<file path="src/rtl/core/assert_macros.svh">
// Assertion macros used by the top level of the SHA-256 byte stream hasher.
// No dependencies; define ASSERT_OFF to compile every check away.
`ifndef ASSERT_MACROS_SVH
`define ASSERT_MACROS_SVH

`ifndef ASSERT_OFF
// Property must hold at every rising clock edge outside reset.
`define ASSERT_PROP(lbl, clk, rst_n, prop) \
  lbl: assert property (@(posedge clk) disable iff (!(rst_n)) (prop)) \
    else $error("assertion failed");
// Expression must never be true at a rising clock edge outside reset.
`define ASSERT_NEVER(lbl, clk, rst_n, expr) \
  lbl: assert property (@(posedge clk) disable iff (!(rst_n)) !(expr)) \
    else $error("forbidden condition seen");
`else
`define ASSERT_PROP(lbl, clk, rst_n, prop)
`define ASSERT_NEVER(lbl, clk, rst_n, expr)
`endif

`endif

</file>
<file path="src/rtl/core/shabs_pkg.sv">
// Shared types, constants and functions of the SHA-256 byte stream hasher.
// No dependencies; used by every module of the block.
`timescale 1ns / 1ps
`default_nettype none

package shabs_pkg;

  typedef logic [31:0] word_t;

  localparam word_t ROUND_K [64] = '{
    32'h428a2f98, 32'h71374491, 32'hb5c0fbcf, 32'he9b5dba5,
    32'h3956c25b, 32'h59f111f1, 32'h923f82a4, 32'hab1c5ed5,
    32'hd807aa98, 32'h12835b01, 32'h243185be, 32'h550c7dc3,
    32'h72be5d74, 32'h80deb1fe, 32'h9bdc06a7, 32'hc19bf174,
    32'he49b69c1, 32'hefbe4786, 32'h0fc19dc6, 32'h240ca1cc,
    32'h2de92c6f, 32'h4a7484aa, 32'h5cb0a9dc, 32'h76f988da,
    32'h983e5152, 32'ha831c66d, 32'hb00327c8, 32'hbf597fc7,
    32'hc6e00bf3, 32'hd5a79147, 32'h06ca6351, 32'h14292967,
    32'h27b70a85, 32'h2e1b2138, 32'h4d2c6dfc, 32'h53380d13,
    32'h650a7354, 32'h766a0abb, 32'h81c2c92e, 32'h92722c85,
    32'ha2bfe8a1, 32'ha81a664b, 32'hc24b8b70, 32'hc76c51a3,
    32'hd192e819, 32'hd6990624, 32'hf40e3585, 32'h106aa070,
    32'h19a4c116, 32'h1e376c08, 32'h2748774c, 32'h34b0bcb5,
    32'h391c0cb3, 32'h4ed8aa4a, 32'h5b9cca4f, 32'h682e6ff3,
    32'h748f82ee, 32'h78a5636f, 32'h84c87814, 32'h8cc70208,
    32'h90befffa, 32'ha4506ceb, 32'hbef9a3f7, 32'hc67178f2
  };

  localparam word_t HASH_IV [8] = '{
    32'h6a09e667, 32'hbb67ae85, 32'h3c6ef372, 32'ha54ff53a,
    32'h510e527f, 32'h9b05688c, 32'h1f83d9ab, 32'h5be0cd19
  };

  localparam logic [7:0]  PAD_MARK   = 8'h80;
  localparam logic [63:0] BLOCK_BITS = 64'd512;

  // Control from the sequencer to the message schedule window.
  typedef struct packed {
    logic       shift_byte;
    logic       shift_word;
    logic [7:0] byte_val;
  } sched_ctrl_t;

  // Control from the sequencer to the round unit.
  typedef struct packed {
    logic       load;
    logic       step;
    logic       fold;
    logic       out_shift;
    logic [2:0] out_idx;
  } rnd_ctrl_t;

  function automatic word_t ror32(input word_t x, input int unsigned n);
    return (x >> n) | (x << (32 - n));
  endfunction

  function automatic word_t small_sig0(input word_t x);
    return ror32(x, 7) ^ ror32(x, 18) ^ (x >> 3);
  endfunction

  function automatic word_t small_sig1(input word_t x);
    return ror32(x, 17) ^ ror32(x, 19) ^ (x >> 10);
  endfunction

  function automatic word_t big_sig0(input word_t x);
    return ror32(x, 2) ^ ror32(x, 13) ^ ror32(x, 22);
  endfunction

  function automatic word_t big_sig1(input word_t x);
    return ror32(x, 6) ^ ror32(x, 11) ^ ror32(x, 25);
  endfunction

endpackage

`default_nettype wire

</file>
<file path="src/rtl/core/shabs_sched.sv">
// Message block buffer and schedule window of the SHA-256 hasher.
// Depends on shabs_pkg for the control struct and the sigma functions.
`timescale 1ns / 1ps
`default_nettype none

module shabs_sched
  import shabs_pkg::*;
(
  input  wire         clk_i,
  input  sched_ctrl_t ctrl_i,
  output word_t       w_o
);

  // The 64-byte block as one shift line; the first byte sits at the top.
  // During compression the same line holds W[t] .. W[t+15], W[t] at the top.
  logic [511:0] line_q, line_d;
  word_t        w_new;

  assign w_new = line_q[511:480] + small_sig0(line_q[479:448])
               + line_q[223:192] + small_sig1(line_q[63:32]);

  always_comb begin
    line_d = line_q;
    if (ctrl_i.shift_byte) begin
      line_d = {line_q[503:0], ctrl_i.byte_val};
    end else if (ctrl_i.shift_word) begin
      line_d = {line_q[479:0], w_new};
    end
  end

  // Payload only; the reset leaves the buffer as it is.
  always_ff @(posedge clk_i) begin
    line_q <= line_d;
  end

  assign w_o = line_q[511:480];

endmodule

`default_nettype wire

</file>
<file path="src/rtl/core/shabs_round.sv">
// Round unit of the SHA-256 hasher: working variables, hash words, one round per step.
// Depends on shabs_pkg for the control struct, initial hash values and sigma functions.
`timescale 1ns / 1ps
`default_nettype none

module shabs_round
  import shabs_pkg::*;
(
  input  wire       clk_i,
  input  wire       rst_ni,
  input  rnd_ctrl_t ctrl_i,
  input  word_t     k_i,
  input  word_t     w_i,
  output word_t     digest_o
);

  word_t hash_q [8];
  word_t v_q    [8];
  word_t v_d    [8];
  word_t t1, t2, ch, maj;

  always_comb begin
    ch  = (v_q[4] & v_q[5]) ^ (~v_q[4] & v_q[6]);
    maj = (v_q[0] & v_q[1]) ^ (v_q[0] & v_q[2]) ^ (v_q[1] & v_q[2]);
    t1  = v_q[7] + big_sig1(v_q[4]) + ch + k_i + w_i;
    t2  = big_sig0(v_q[0]) + maj;
    v_d[0] = t1 + t2;
    v_d[1] = v_q[0];
    v_d[2] = v_q[1];
    v_d[3] = v_q[2];
    v_d[4] = v_q[3] + t1;
    v_d[5] = v_q[4];
    v_d[6] = v_q[5];
    v_d[7] = v_q[6];
  end

  always_ff @(posedge clk_i) begin
    if (ctrl_i.load) begin
      v_q <= hash_q;
    end else if (ctrl_i.step) begin
      v_q <= v_d;
    end
  end

  // While the digest goes out the words rotate toward index 0 and the
  // initial values refill from the top, so the chain is reset when done.
  always_ff @(posedge clk_i or negedge rst_ni) begin
    if (!rst_ni) begin
      hash_q <= HASH_IV;
    end else if (ctrl_i.fold) begin
      for (int i = 0; i < 8; i++) begin
        hash_q[i] <= hash_q[i] + v_q[i];
      end
    end else if (ctrl_i.out_shift) begin
      for (int i = 0; i < 7; i++) begin
        hash_q[i] <= hash_q[i+1];
      end
      hash_q[7] <= HASH_IV[ctrl_i.out_idx];
    end
  end

  assign digest_o = hash_q[0];

endmodule

`default_nettype wire

</file>
<file path="src/rtl/core/sha256_byte_stream_hasher_unit.sv">
// SHA-256 byte stream hasher, top level: handshake, sequencer and padding.
// Depends on shabs_pkg, shabs_sched, shabs_round and assert_macros.svh.
//
// Usage: message bytes enter on the s_axis channel, one transaction each.
// tdata[7:0] is the byte, tuser flags that the byte is present, and tlast
// ends the message (a byte in the same transaction belongs to the message).
// The digest leaves on m_axis as eight transactions: tdata is the 32-bit
// word, most significant word first, tuser the word index, tlast the eighth.
// A byte that does not complete a 64-byte block is absorbed in its accept
// cycle, so such bytes can follow back to back, one per cycle.
// A byte that completes a block also loads the round unit in that cycle and
// keeps s_axis_tready low through the 64 rounds, one per cycle, and a fold.
// At the end of a message the rest of the block is filled with padding, one
// byte per cycle (the last padding byte loading the round unit), and then
// compressed; when the 0x80 marker leaves no room for the length, a second
// block of padding follows and is compressed as well.
// s_axis_tready is low during all of that and while the digest goes out.
// If the receiver stalls, the current digest word is held until taken.
// After the eighth word the hasher is back at the initial hash values.
// Reset (rst_ni low) clears the length count and loads the initial hash.
`timescale 1ns / 1ps
`default_nettype none

`include "assert_macros.svh"

module sha256_byte_stream_hasher_unit
  import shabs_pkg::*;
(
  input  wire         clk_i,
  input  wire         rst_ni,
  input  wire         s_axis_tvalid,
  output logic        s_axis_tready,
  input  wire  [7:0]  s_axis_tdata,   // [7:0] data_byte
  input  wire         s_axis_tuser,   // [0] byte_present
  input  wire         s_axis_tlast,   // end_of_message
  output logic        m_axis_tvalid,
  input  wire         m_axis_tready,
  output logic [31:0] m_axis_tdata,   // [31:0] digest_word
  output logic [2:0]  m_axis_tuser,   // [2:0] word_index
  output logic        m_axis_tlast    // last_word
);

  typedef enum logic [4:0] {
    ST_IDLE  = 5'b00001,
    ST_PAD   = 5'b00010,
    ST_ROUND = 5'b00100,
    ST_FINAL = 5'b01000,
    ST_OUT   = 5'b10000
  } state_e;

  state_e      state_q, state_d;
  logic [5:0]  cnt_q, cnt_d;
  logic [5:0]  rnd_q, rnd_d;
  logic [2:0]  out_idx_q, out_idx_d;
  logic [63:0] bits_q, bits_d;
  logic [63:0] len_q, len_d;
  logic        pad_q, pad_d;       // message end seen, padding owed
  logic        mark_q, mark_d;     // 0x80 marker already in the buffer
  logic        len_ok_q, len_ok_d; // length field goes into this block

  sched_ctrl_t sched_ctrl;
  rnd_ctrl_t   rnd_ctrl;
  word_t       w_cur;
  word_t       digest;

  always_comb begin
    state_d    = state_q;
    cnt_d      = cnt_q;
    rnd_d      = rnd_q;
    out_idx_d  = out_idx_q;
    bits_d     = bits_q;
    len_d      = len_q;
    pad_d      = pad_q;
    mark_d     = mark_q;
    len_ok_d   = len_ok_q;
    sched_ctrl = '0;
    rnd_ctrl   = '0;
    rnd_ctrl.out_idx = out_idx_q;

    unique case (state_q)
      ST_IDLE: begin
        if (s_axis_tvalid) begin
          if (s_axis_tuser) begin
            sched_ctrl.shift_byte = 1'b1;
            sched_ctrl.byte_val   = s_axis_tdata;
            cnt_d = cnt_q + 6'd1;
          end
          if (s_axis_tlast) begin
            pad_d = 1'b1;
          end
          if (s_axis_tuser && (cnt_q == 6'd63)) begin
            state_d       = ST_ROUND;
            rnd_ctrl.load = 1'b1;
            rnd_d         = '0;
          end else if (s_axis_tlast) begin
            state_d = ST_PAD;
          end
        end
      end

      ST_PAD: begin
        sched_ctrl.shift_byte = 1'b1;
        cnt_d = cnt_q + 6'd1;
        if (!mark_q) begin
          sched_ctrl.byte_val = PAD_MARK;
          mark_d   = 1'b1;
          len_d    = bits_q + 64'({cnt_q, 3'b000});
          len_ok_d = (cnt_q < 6'd56);
        end else if (len_ok_q && (cnt_q >= 6'd56)) begin
          // Length bytes go out big-endian: position 56 takes bits 63:56.
          sched_ctrl.byte_val = len_q[{~cnt_q[2:0], 3'b000} +: 8];
        end else begin
          sched_ctrl.byte_val = 8'h00;
        end
        if (cnt_q == 6'd63) begin
          state_d       = ST_ROUND;
          rnd_ctrl.load = 1'b1;
          rnd_d         = '0;
        end
      end

      ST_ROUND: begin
        rnd_ctrl.step         = 1'b1;
        sched_ctrl.shift_word = 1'b1;
        rnd_d = rnd_q + 6'd1;
        if (rnd_q == 6'd63) begin
          state_d = ST_FINAL;
        end
      end

      ST_FINAL: begin
        rnd_ctrl.fold = 1'b1;
        if (!mark_q) begin
          bits_d = bits_q + BLOCK_BITS;
        end
        if (!pad_q) begin
          state_d = ST_IDLE;
        end else if (!mark_q) begin
          state_d = ST_PAD;
        end else if (len_ok_q) begin
          state_d   = ST_OUT;
          out_idx_d = '0;
        end else begin
          // The marker did not leave room for the length: one more block.
          len_ok_d = 1'b1;
          state_d  = ST_PAD;
        end
      end

      ST_OUT: begin
        if (m_axis_tready) begin
          rnd_ctrl.out_shift = 1'b1;
          out_idx_d = out_idx_q + 3'd1;
          if (out_idx_q == 3'd7) begin
            state_d  = ST_IDLE;
            cnt_d    = '0;
            bits_d   = '0;
            pad_d    = 1'b0;
            mark_d   = 1'b0;
            len_ok_d = 1'b0;
          end
        end
      end

      default: begin
        state_d = ST_IDLE;
      end
    endcase
  end

  always_ff @(posedge clk_i or negedge rst_ni) begin
    if (!rst_ni) begin
      state_q   <= ST_IDLE;
      cnt_q     <= '0;
      rnd_q     <= '0;
      out_idx_q <= '0;
      bits_q    <= '0;
      pad_q     <= 1'b0;
      mark_q    <= 1'b0;
      len_ok_q  <= 1'b0;
    end else begin
      state_q   <= state_d;
      cnt_q     <= cnt_d;
      rnd_q     <= rnd_d;
      out_idx_q <= out_idx_d;
      bits_q    <= bits_d;
      pad_q     <= pad_d;
      mark_q    <= mark_d;
      len_ok_q  <= len_ok_d;
    end
  end

  always_ff @(posedge clk_i) begin
    len_q <= len_d;
  end

  shabs_sched u_sched (
    .clk_i  (clk_i),
    .ctrl_i (sched_ctrl),
    .w_o    (w_cur)
  );

  shabs_round u_round (
    .clk_i    (clk_i),
    .rst_ni   (rst_ni),
    .ctrl_i   (rnd_ctrl),
    .k_i      (ROUND_K[rnd_q]),
    .w_i      (w_cur),
    .digest_o (digest)
  );

  assign s_axis_tready = (state_q == ST_IDLE);
  assign m_axis_tvalid = (state_q == ST_OUT);
  assign m_axis_tdata  = digest;
  assign m_axis_tuser  = out_idx_q;
  assign m_axis_tlast  = (out_idx_q == 3'd7);

  `ASSERT_NEVER(a_no_overlap, clk_i, rst_ni, s_axis_tready && m_axis_tvalid)
  `ASSERT_PROP(a_rounds_end, clk_i, rst_ni, (state_q == ST_ROUND) && (rnd_q == 6'd63) |=> (state_q == ST_FINAL))
  `ASSERT_PROP(a_back_idle, clk_i, rst_ni, m_axis_tvalid && m_axis_tready && m_axis_tlast |=> s_axis_tready && (cnt_q == 6'd0) && !mark_q)
  `ASSERT_PROP(a_digest_has_len, clk_i, rst_ni, m_axis_tvalid |-> mark_q && len_ok_q && pad_q)

endmodule

`default_nettype wire

</file>
<file path="config.mk">
export PLATFORM = sky130hd
export DESIGN_NAME = sha256_byte_stream_hasher_unit
export DESIGN_NICKNAME = d
export VERILOG_FILES = /design/src/rtl/core/shabs_pkg.sv /design/src/rtl/core/shabs_sched.sv /design/src/rtl/core/shabs_round.sv /design/src/rtl/core/sha256_byte_stream_hasher_unit.sv
export VERILOG_INCLUDE_DIRS = /design/src /design/src/rtl/core
export SDC_FILE = /design/constraint.sdc
export NUM_CORES = 2
export LEC_CHECK = 0
export BUFFER_PORTS_ARGS = -buffer_cell sky130_fd_sc_hd__buf_2
export CORE_MARGIN = 4
export CORE_UTILIZATION = 58
export CTS_CLUSTER_DIAMETER = 60
export DETAILED_ROUTE_END_ITERATION = 10
export PLACE_DENSITY = 0.74
export SETUP_SLACK_MARGIN = 0.1
export SYNTH_ARGS = -nofsm -noshare
export SYNTH_HDL_FRONTEND = slang
export SYNTH_SLANG_ARGS = --single-unit
</file>
<file path="constraint.sdc">
create_clock -name clk_i -period 16.3 [get_ports clk_i]
set_input_delay 3.26 -clock clk_i [delete_from_list [all_inputs] [get_ports clk_i]]
set_output_delay 3.26 -clock clk_i [all_outputs]
set_load 0.005 [all_outputs]
</file>
# Word level (Yosys, flattened, before mapping)

Memories as Yosys holds them, arrays and structs flattened.
Index checks and enable logic that the tools add are counted.

Mux-type cells: 65
Shift operators: 1
Add/subtract/negate cells: 23
Equal/unequal tests: 22
$mul: 0
Order comparisons: 4
Bitwise logic cells: 31
Reduce and logical (&&, ||, !) cells: 20
Divide/modulo/power cells: 0

Operators with widths:

| operator                                       | count |
|---|---|
| two-way mux 256 bit                            | 4 |
| two-way mux 512 bit                            | 2 |
| adder 32 bit                                   | 18 |
| bitwise XOR 32 bit                             | 9 |
| two-way mux 64 bit                             | 3 |
| bitwise AND 32 bit                             | 5 |
| two-way mux 32 bit                             | 4 |
| one-hot mux 64 bit (2 select lines)            | 1 |
| adder 64 x 10 -> 64 bit, second input constant | 1 |
| adder 64 x 9 -> 64 bit                         | 1 |
| variable part select 64 x 7 -> 8 bit           | 1 |
| two-way mux 5 bit                              | 10 |
| two-way mux 6 bit                              | 7 |
| one-hot mux 6 bit (3 select lines)             | 2 |
| two-way mux 8 bit                              | 4 |
| inverter 32 bit                                | 1 |
| bitwise OR 10 x 32 -> 32 bit                   | 1 |
| bitwise OR 13 x 32 -> 32 bit                   | 1 |
| bitwise OR 14 x 32 -> 32 bit                   | 1 |
| bitwise OR 15 x 32 -> 32 bit                   | 1 |
| bitwise OR 19 x 32 -> 32 bit                   | 1 |
| bitwise OR 21 x 32 -> 32 bit                   | 1 |
| bitwise OR 25 x 32 -> 32 bit                   | 1 |
| bitwise OR 26 x 32 -> 32 bit                   | 1 |
| other kinds (39)                               | 85 |

Output and inout bits: 38
Latch bits: 0
ROM bits: 2,304
Memories: 2
Input bits: 14
Memory bits (writable): 0
Logic and storage cells: 194
Bits in registers: 1,175

Memories:

| name            | words | bits a word | rd ports | clocked after memory_dff | wr ports | line                                  | text |
|---|---|---|---|---|---|---|---|
| (no name shown) | 64    | 32          | 1        | 0                        | 0        | sha256_byte_stream_hasher_unit.sv:207 | `.k_i (ROUND_K[rnd_q]),` |
| (no name shown) | 8     | 32          | 1        | 0                        | 0        | shabs_round.sv:58                     | `hash_q[7] <= HASH_IV[ctrl_i.out_idx];` |

# Longest topological paths before layout

Word-level depth: 10
Depth in mapped cells: 36

# By module

A second synthesis with hierarchy kept.

Cell total of the unflattened synthesis: 7,436
Area, all modules: 79,934.2 um^2

Modules (own cells, without submodules):

| module                         | sequential area each (um^2) | cells an instance | area each (um^2) | times used |
|---|---|---|---|---|
| shabs_round                    | 14,263.7                    | 4,546             | 43,964.7         | 1 |
| shabs_sched                    | 15,374.7                    | 1,765             | 26,340.3         | 1 |
| sha256_byte_stream_hasher_unit | 3,784.9                     | 1,125             | 9,629.2          | 1 |

# Worst setup path before layout

Ideal clock, no wire load.

Kind: in2reg
Start point: in s_axis_tvalid
End point: reg u_sched.line_q[0], enable pin
Buffers on the path: 3
Setup slack: -54 ps
Data arrival time: 12,694 ps
Data required time: 12,640 ps
Cell stages on the path: 6
Setup time: 3,660 ps
Cells stage by stage: and3_1 -> clkbuf_1 -> nor2_1 -> clkbuf_1 -> clkbuf_1 -> nand2_1

Cells in the longest elaborated chain, start to end: 3

RTL lines:

| what                               | line                                 | text |
|---|---|---|
| start, declared                    | sha256_byte_stream_hasher_unit.sv:31 | `input wire s_axis_tvalid,` |
| two-way mux 1 bit                  | sha256_byte_stream_hasher_unit.sv:82 | `if (s_axis_tvalid) begin` |
| one-hot mux 1 bit (2 select lines) | sha256_byte_stream_hasher_unit.sv:80 | `unique case (state_q)` |
| nonzero test 2 bit (no line)       | n/a                                  |  |
| end signal, assigned               | shabs_sched.sv:33                    | `line_q <= line_d;` |
| end, declared                      | shabs_sched.sv:16                    | `logic [511:0] line_q, line_d;` |

Every way passes these cells.
A chain may end at the register's enable or synchronous reset.

# Worst setup path in the final report

Start point: reg rnd_q[1]
End point: reg u_round.v_q, in the netlist u_round.v_d[223], data pin

Cells in the longest elaborated chain, start to end: 9

RTL lines:

| what                                                  | line                                  | text |
|---|---|---|
| start, declared                                       | sha256_byte_stream_hasher_unit.sv:53  | `logic [5:0] rnd_q, rnd_d;` |
| start signal, assigned                                | sha256_byte_stream_hasher_unit.sv:184 | `rnd_q <= rnd_d;` |
| inverter 6 -> 7 bit (not written as such)             | sha256_byte_stream_hasher_unit.sv:207 |  |
| memory read (64 x 32 bit)                             | n/a                                   |  |
| two-way mux 32 bit (not written as such) (2 in a row) | sha256_byte_stream_hasher_unit.sv:207 |  |
| adder 32 bit (2 in a row)                             | shabs_round.sv:25                     | `t1 = v_q[7] + big_sig1(v_q[4]) + ch + k_i + w_i;` |
| adder 32 bit                                          | shabs_round.sv:27                     | `v_d[0] = t1 + t2;` |
| two-way mux 256 bit                                   | shabs_round.sv:40                     | `end else if (ctrl_i.step) begin` |
| two-way mux 256 bit                                   | shabs_round.sv:38                     | `if (ctrl_i.load) begin` |
| end signal, assigned                                  | shabs_round.sv:39                     | `v_q <= hash_q;` |
| end signal, assigned                                  | shabs_round.sv:41                     | `v_q <= v_d;` |
| end, declared                                         | shabs_round.sv:18                     | `word_t v_q [8];` |

Every way passes these cells. The select of a mux whose other input is x is not followed.

==> metrics <==
RSZ-0062 raised after global routing false; drt pass-1 iters 6; Data arrival, critical path ~10 ns; antenna violations before repair 4; Post-synth ARST share between 20% and 30%; NumNets Final 8930; total clock sinks about 1.2k; die extent in x 374 µm; GR Overflow Total 0; max-slew violation count 0; clk buf depth 3; Synth Area in Simple Gates approximately a fifth; routed vias 62.5k; height of the die 374 µm; Synth area leaders edfxtp_1 (32%), nand2_1 (13%), ha_1 (6.7%); area delta synth->final 7.56%; period utilization between 60% and 70%; largest family of logic cells by synthesized area simple AND/OR/NAND/NOR gates; Buf/Inv on CP 2; CTS Root Cell clkbuf_16; fmax 0.102 GHz; Fillers about 11k; worst hold stages 0; XOR/XNOR Fraction of Synth Area between 6 and 7%; CTS tree done; sequential area share after synthesis 43.0%; net count after synthesis 9228; largest net degree at the start of global routing ~220; post-synthesis mux area share under 10%; setup slack, reg-to-reg ~6.5 ns; Routed WL 240000 µm; Synth top area share ~32%; Top FF cell, synth edfxtp_1; Finish-stage setup viols 0; FF-to-FF Start rnd_q[1]$_DFFE_PN0P_; Slew @ Worst Pin approximately 1.2 ns; Avg Cell Area, Syn about 9 µm²; WHS Endpoint len_q[63]$_DFFE_PP_; vias in the first global route roughly 60k; Compound-Gate Fraction of Synth Area 13.3%; initial drt markers around 7k; Die ar. about 0.14 mm²; Yosys top cell by area edfxtp_1; CP top delay family compound AO/OA/AOI/OAI gates; Max-cap violations 0; most numerous cell in the Yosys netlist nand2_1; RePlAce Congestion around 1.0; share of cells above drive strength 1 under 10%; CP startpoint kind flop; via/cell ratio 6.14; WL/cell 23.5 µm; CP required 16.83 ns; number of I/O port buffers between 50 and 60; Max-slew headroom between 15 and 20%; post-route ant nets 0; synth unique cells slightly above 90; Post-synth top cells nand2_1 (2677), edfxtp_1 (829), clkbuf_1 (492), nor2_1 (436), a21oi_1 (431); FF-to-FF End u_round.v_d[223]$_DFFE_PP_; slowest stage cell, crit path dfrtp_1; Residual DRC 0; Storage cell area around 0.033 mm²; Hold Crit Start bits_q[63]$_DFFE_PN0P_; Cells after Synth between 8k and 9k; Hold WC Path Type reg2reg; H-tree depth 4; cts hold-fix bufs 0; Num CTS Buffers between 100 and 150; starting density of the core 58.3%; Mapped Area between 0.07 and 0.08 mm²; first-pass GRT wire length approximately 360000 µm; row cnt approximately 130; multi-input logic area between 0.04 and 0.05 mm²; cts repair resizes 0; Core ar. about 0.13 mm²; DP HPWL ~170000 µm; Worst R2R Path Depth 29; Worst Skew 0.0382 ns; Ports 52; critical path's most frequent cell a21o_1; number of synthesized flops with an enable pin 829; outcome complete, no violations; final hold vios 0; CP max FO 16; Overall Global Routing Usage around 34%; clk_lat worst skew slightly above 0.8 ns; Clock Pin Slew Worst Setup and Hold Paths 0.06 ns; Yosys reg bits 1163; Post-Synth Adder-Cell Area between 10% and 20%; Setup Crit Path Kind reg2reg; TNS Setup 0 ns; slowest stage delay, CP about 0.73 ns; synth warn 0; Post-CTS Setup Inserts 0; CP Capture Type flop; Tmin final 9.83 ns
placed cells by master, fill, tap and decap left out, types with 19 or more instances in the layout:
| cell | instances |
|---|---|
| nand4_1 | 28 |
| o21bai_1 | 42 |
| nor2b_1 | 59 |
| inv_1 | 275 |
| edfxtp_1 | 829 |
| buf_2 | 50 |
| dfrtp_1 | 195 |
| and3_1 | 49 |
| nand2_1 | 2672 |
| o221ai_1 | 23 |
| clkinv_1 | 19 |
| nand3_1 | 93 |
| mux2_2 | 27 |
| o22ai_1 | 34 |
| clkbuf_16 | 146 |
| xnor2_1 | 411 |
| ha_1 | 419 |
| mux2i_1 | 42 |
| o21a_1 | 63 |
| nand2b_1 | 67 |
| clkbuf_1 | 26 |
| o21ai_0 | 390 |
| fa_1 | 197 |
| a21oi_1 | 431 |
| o31ai_1 | 34 |
| or3_1 | 49 |
| a31oi_1 | 144 |
| maj3_1 | 22 |
| a22oi_1 | 41 |
| xor2_1 | 186 |
| nor2_1 | 431 |
| nor3_1 | 91 |
| o211ai_1 | 39 |
| buf_4 | 55 |
| a211oi_1 | 63 |
| a21o_1 | 152 |
| dfstp_2 | 137 |
area by class of cell:
| cell class | instances | area share (%) |
|---|---|---|
| clock inverter | 83 | 1.31 |
| tap | 1768 | 2.65 |
| timing repair buffer | 110 | 0.907 |
| clock buffer | 184 | 4.69 |
| sequential | 1163 | 40.0 |
| inverter | 279 | 1.25 |
| multi-input combinational | 6602 | 49.2 |
| antenna | 1 | 0.00299 |
how the worst max path moves through the flow:
stage                         startpoint                           to  slack (ns)  cells after the start
finish              rnd_q[1]$_DFFE_PN0P_   u_round.v_d[223]$_DFFE_PP_        6.47                     29
global route        rnd_q[1]$_DFFE_PN0P_   u_round.v_d[223]$_DFFE_PP_        5.84                     29
CTS                 rnd_q[1]$_DFFE_PN0P_   u_round.v_d[223]$_DFFE_PP_        6.54                     29
detailed placement  rnd_q[1]$_DFFE_PN0P_   u_round.v_d[223]$_DFFE_PP_        6.58                     29
global placement    rnd_q[1]$_DFFE_PN0P_   u_round.v_d[223]$_DFFE_PP_        6.74                     29
floorplan                  s_axis_tvalid  u_sched.line_q[0]$_DFFE_PP_        5.18                      6
worst reg2reg max path, delay by kind of cell, from the launching register on:
kind                     cells  cell delay, ns
AO/OA/AOI/OAI               14            3.89
adder cells (fa/ha/maj)      5            2.43
AND/OR/NAND/NOR              5            0.95
multiplexers                 2            0.79
flip-flops                   1            0.73
buffers and inverters        2            0.60
XOR/XNOR                     1            0.19
sequential cells by signal (all words and copies together) (netlist names):
register	flops
bits_q	55
mark_q	1
len_ok_q	1
rnd_q	6
u_round.hash_q	224
cnt_q	6
u_round.v_d	192
u_round.digest_o	32
len_q	61
u_sched.line_q	512
u_round.v_q	64
state_q	5
pad_q	1
m_axis_tuser	3
metrics by stage:
stage | area (µm²) | setup slack [ns] | instances | hold WS, ns | util (%)
after floorplan | 77700 | 5.18 | 8598 | 0.449 | -
after global placement | 78500 | 6.74 | 9922 | 0.462 | 58.9
after detailed placement | 78500 | 6.58 | 9922 | 0.470 | 58.9
after CTS | 83600 | 6.54 | 10200 | 0.482 | 62.7
after global routing | 83600 | 5.84 | 10200 | 0.486 | 62.7
final | 83600 | 6.47 | 10200 | 0.482 | 62.7
logic make-up (layout without fill, tap and decap cells):
family / Yosys count / count (layout)
AND/OR/NAND/NOR: 3636 / 3636
AO/OA/AOI/OAI: 1642 / 1642
flip-flops: 1163 / 1163
buffers and inverters: 833 / 656
adder cells (fa/ha/maj): 638 / 638
XOR/XNOR: 599 / 599
multiplexers: 87 / 87
other: 0 / 1
routing by layer:
layer	vias up	share of wire (%)	track usage, %
li1	28900	-	-
met1	30500	40	43.8
met2	2528	47	54.0
met3	592	7.4	6.00
met4	2	5.7	16.6
met5	-	0.0054	0
Power is not shown: default switching activity piles up to over one toggle a cycle in this logic, so the estimate is an artifact.
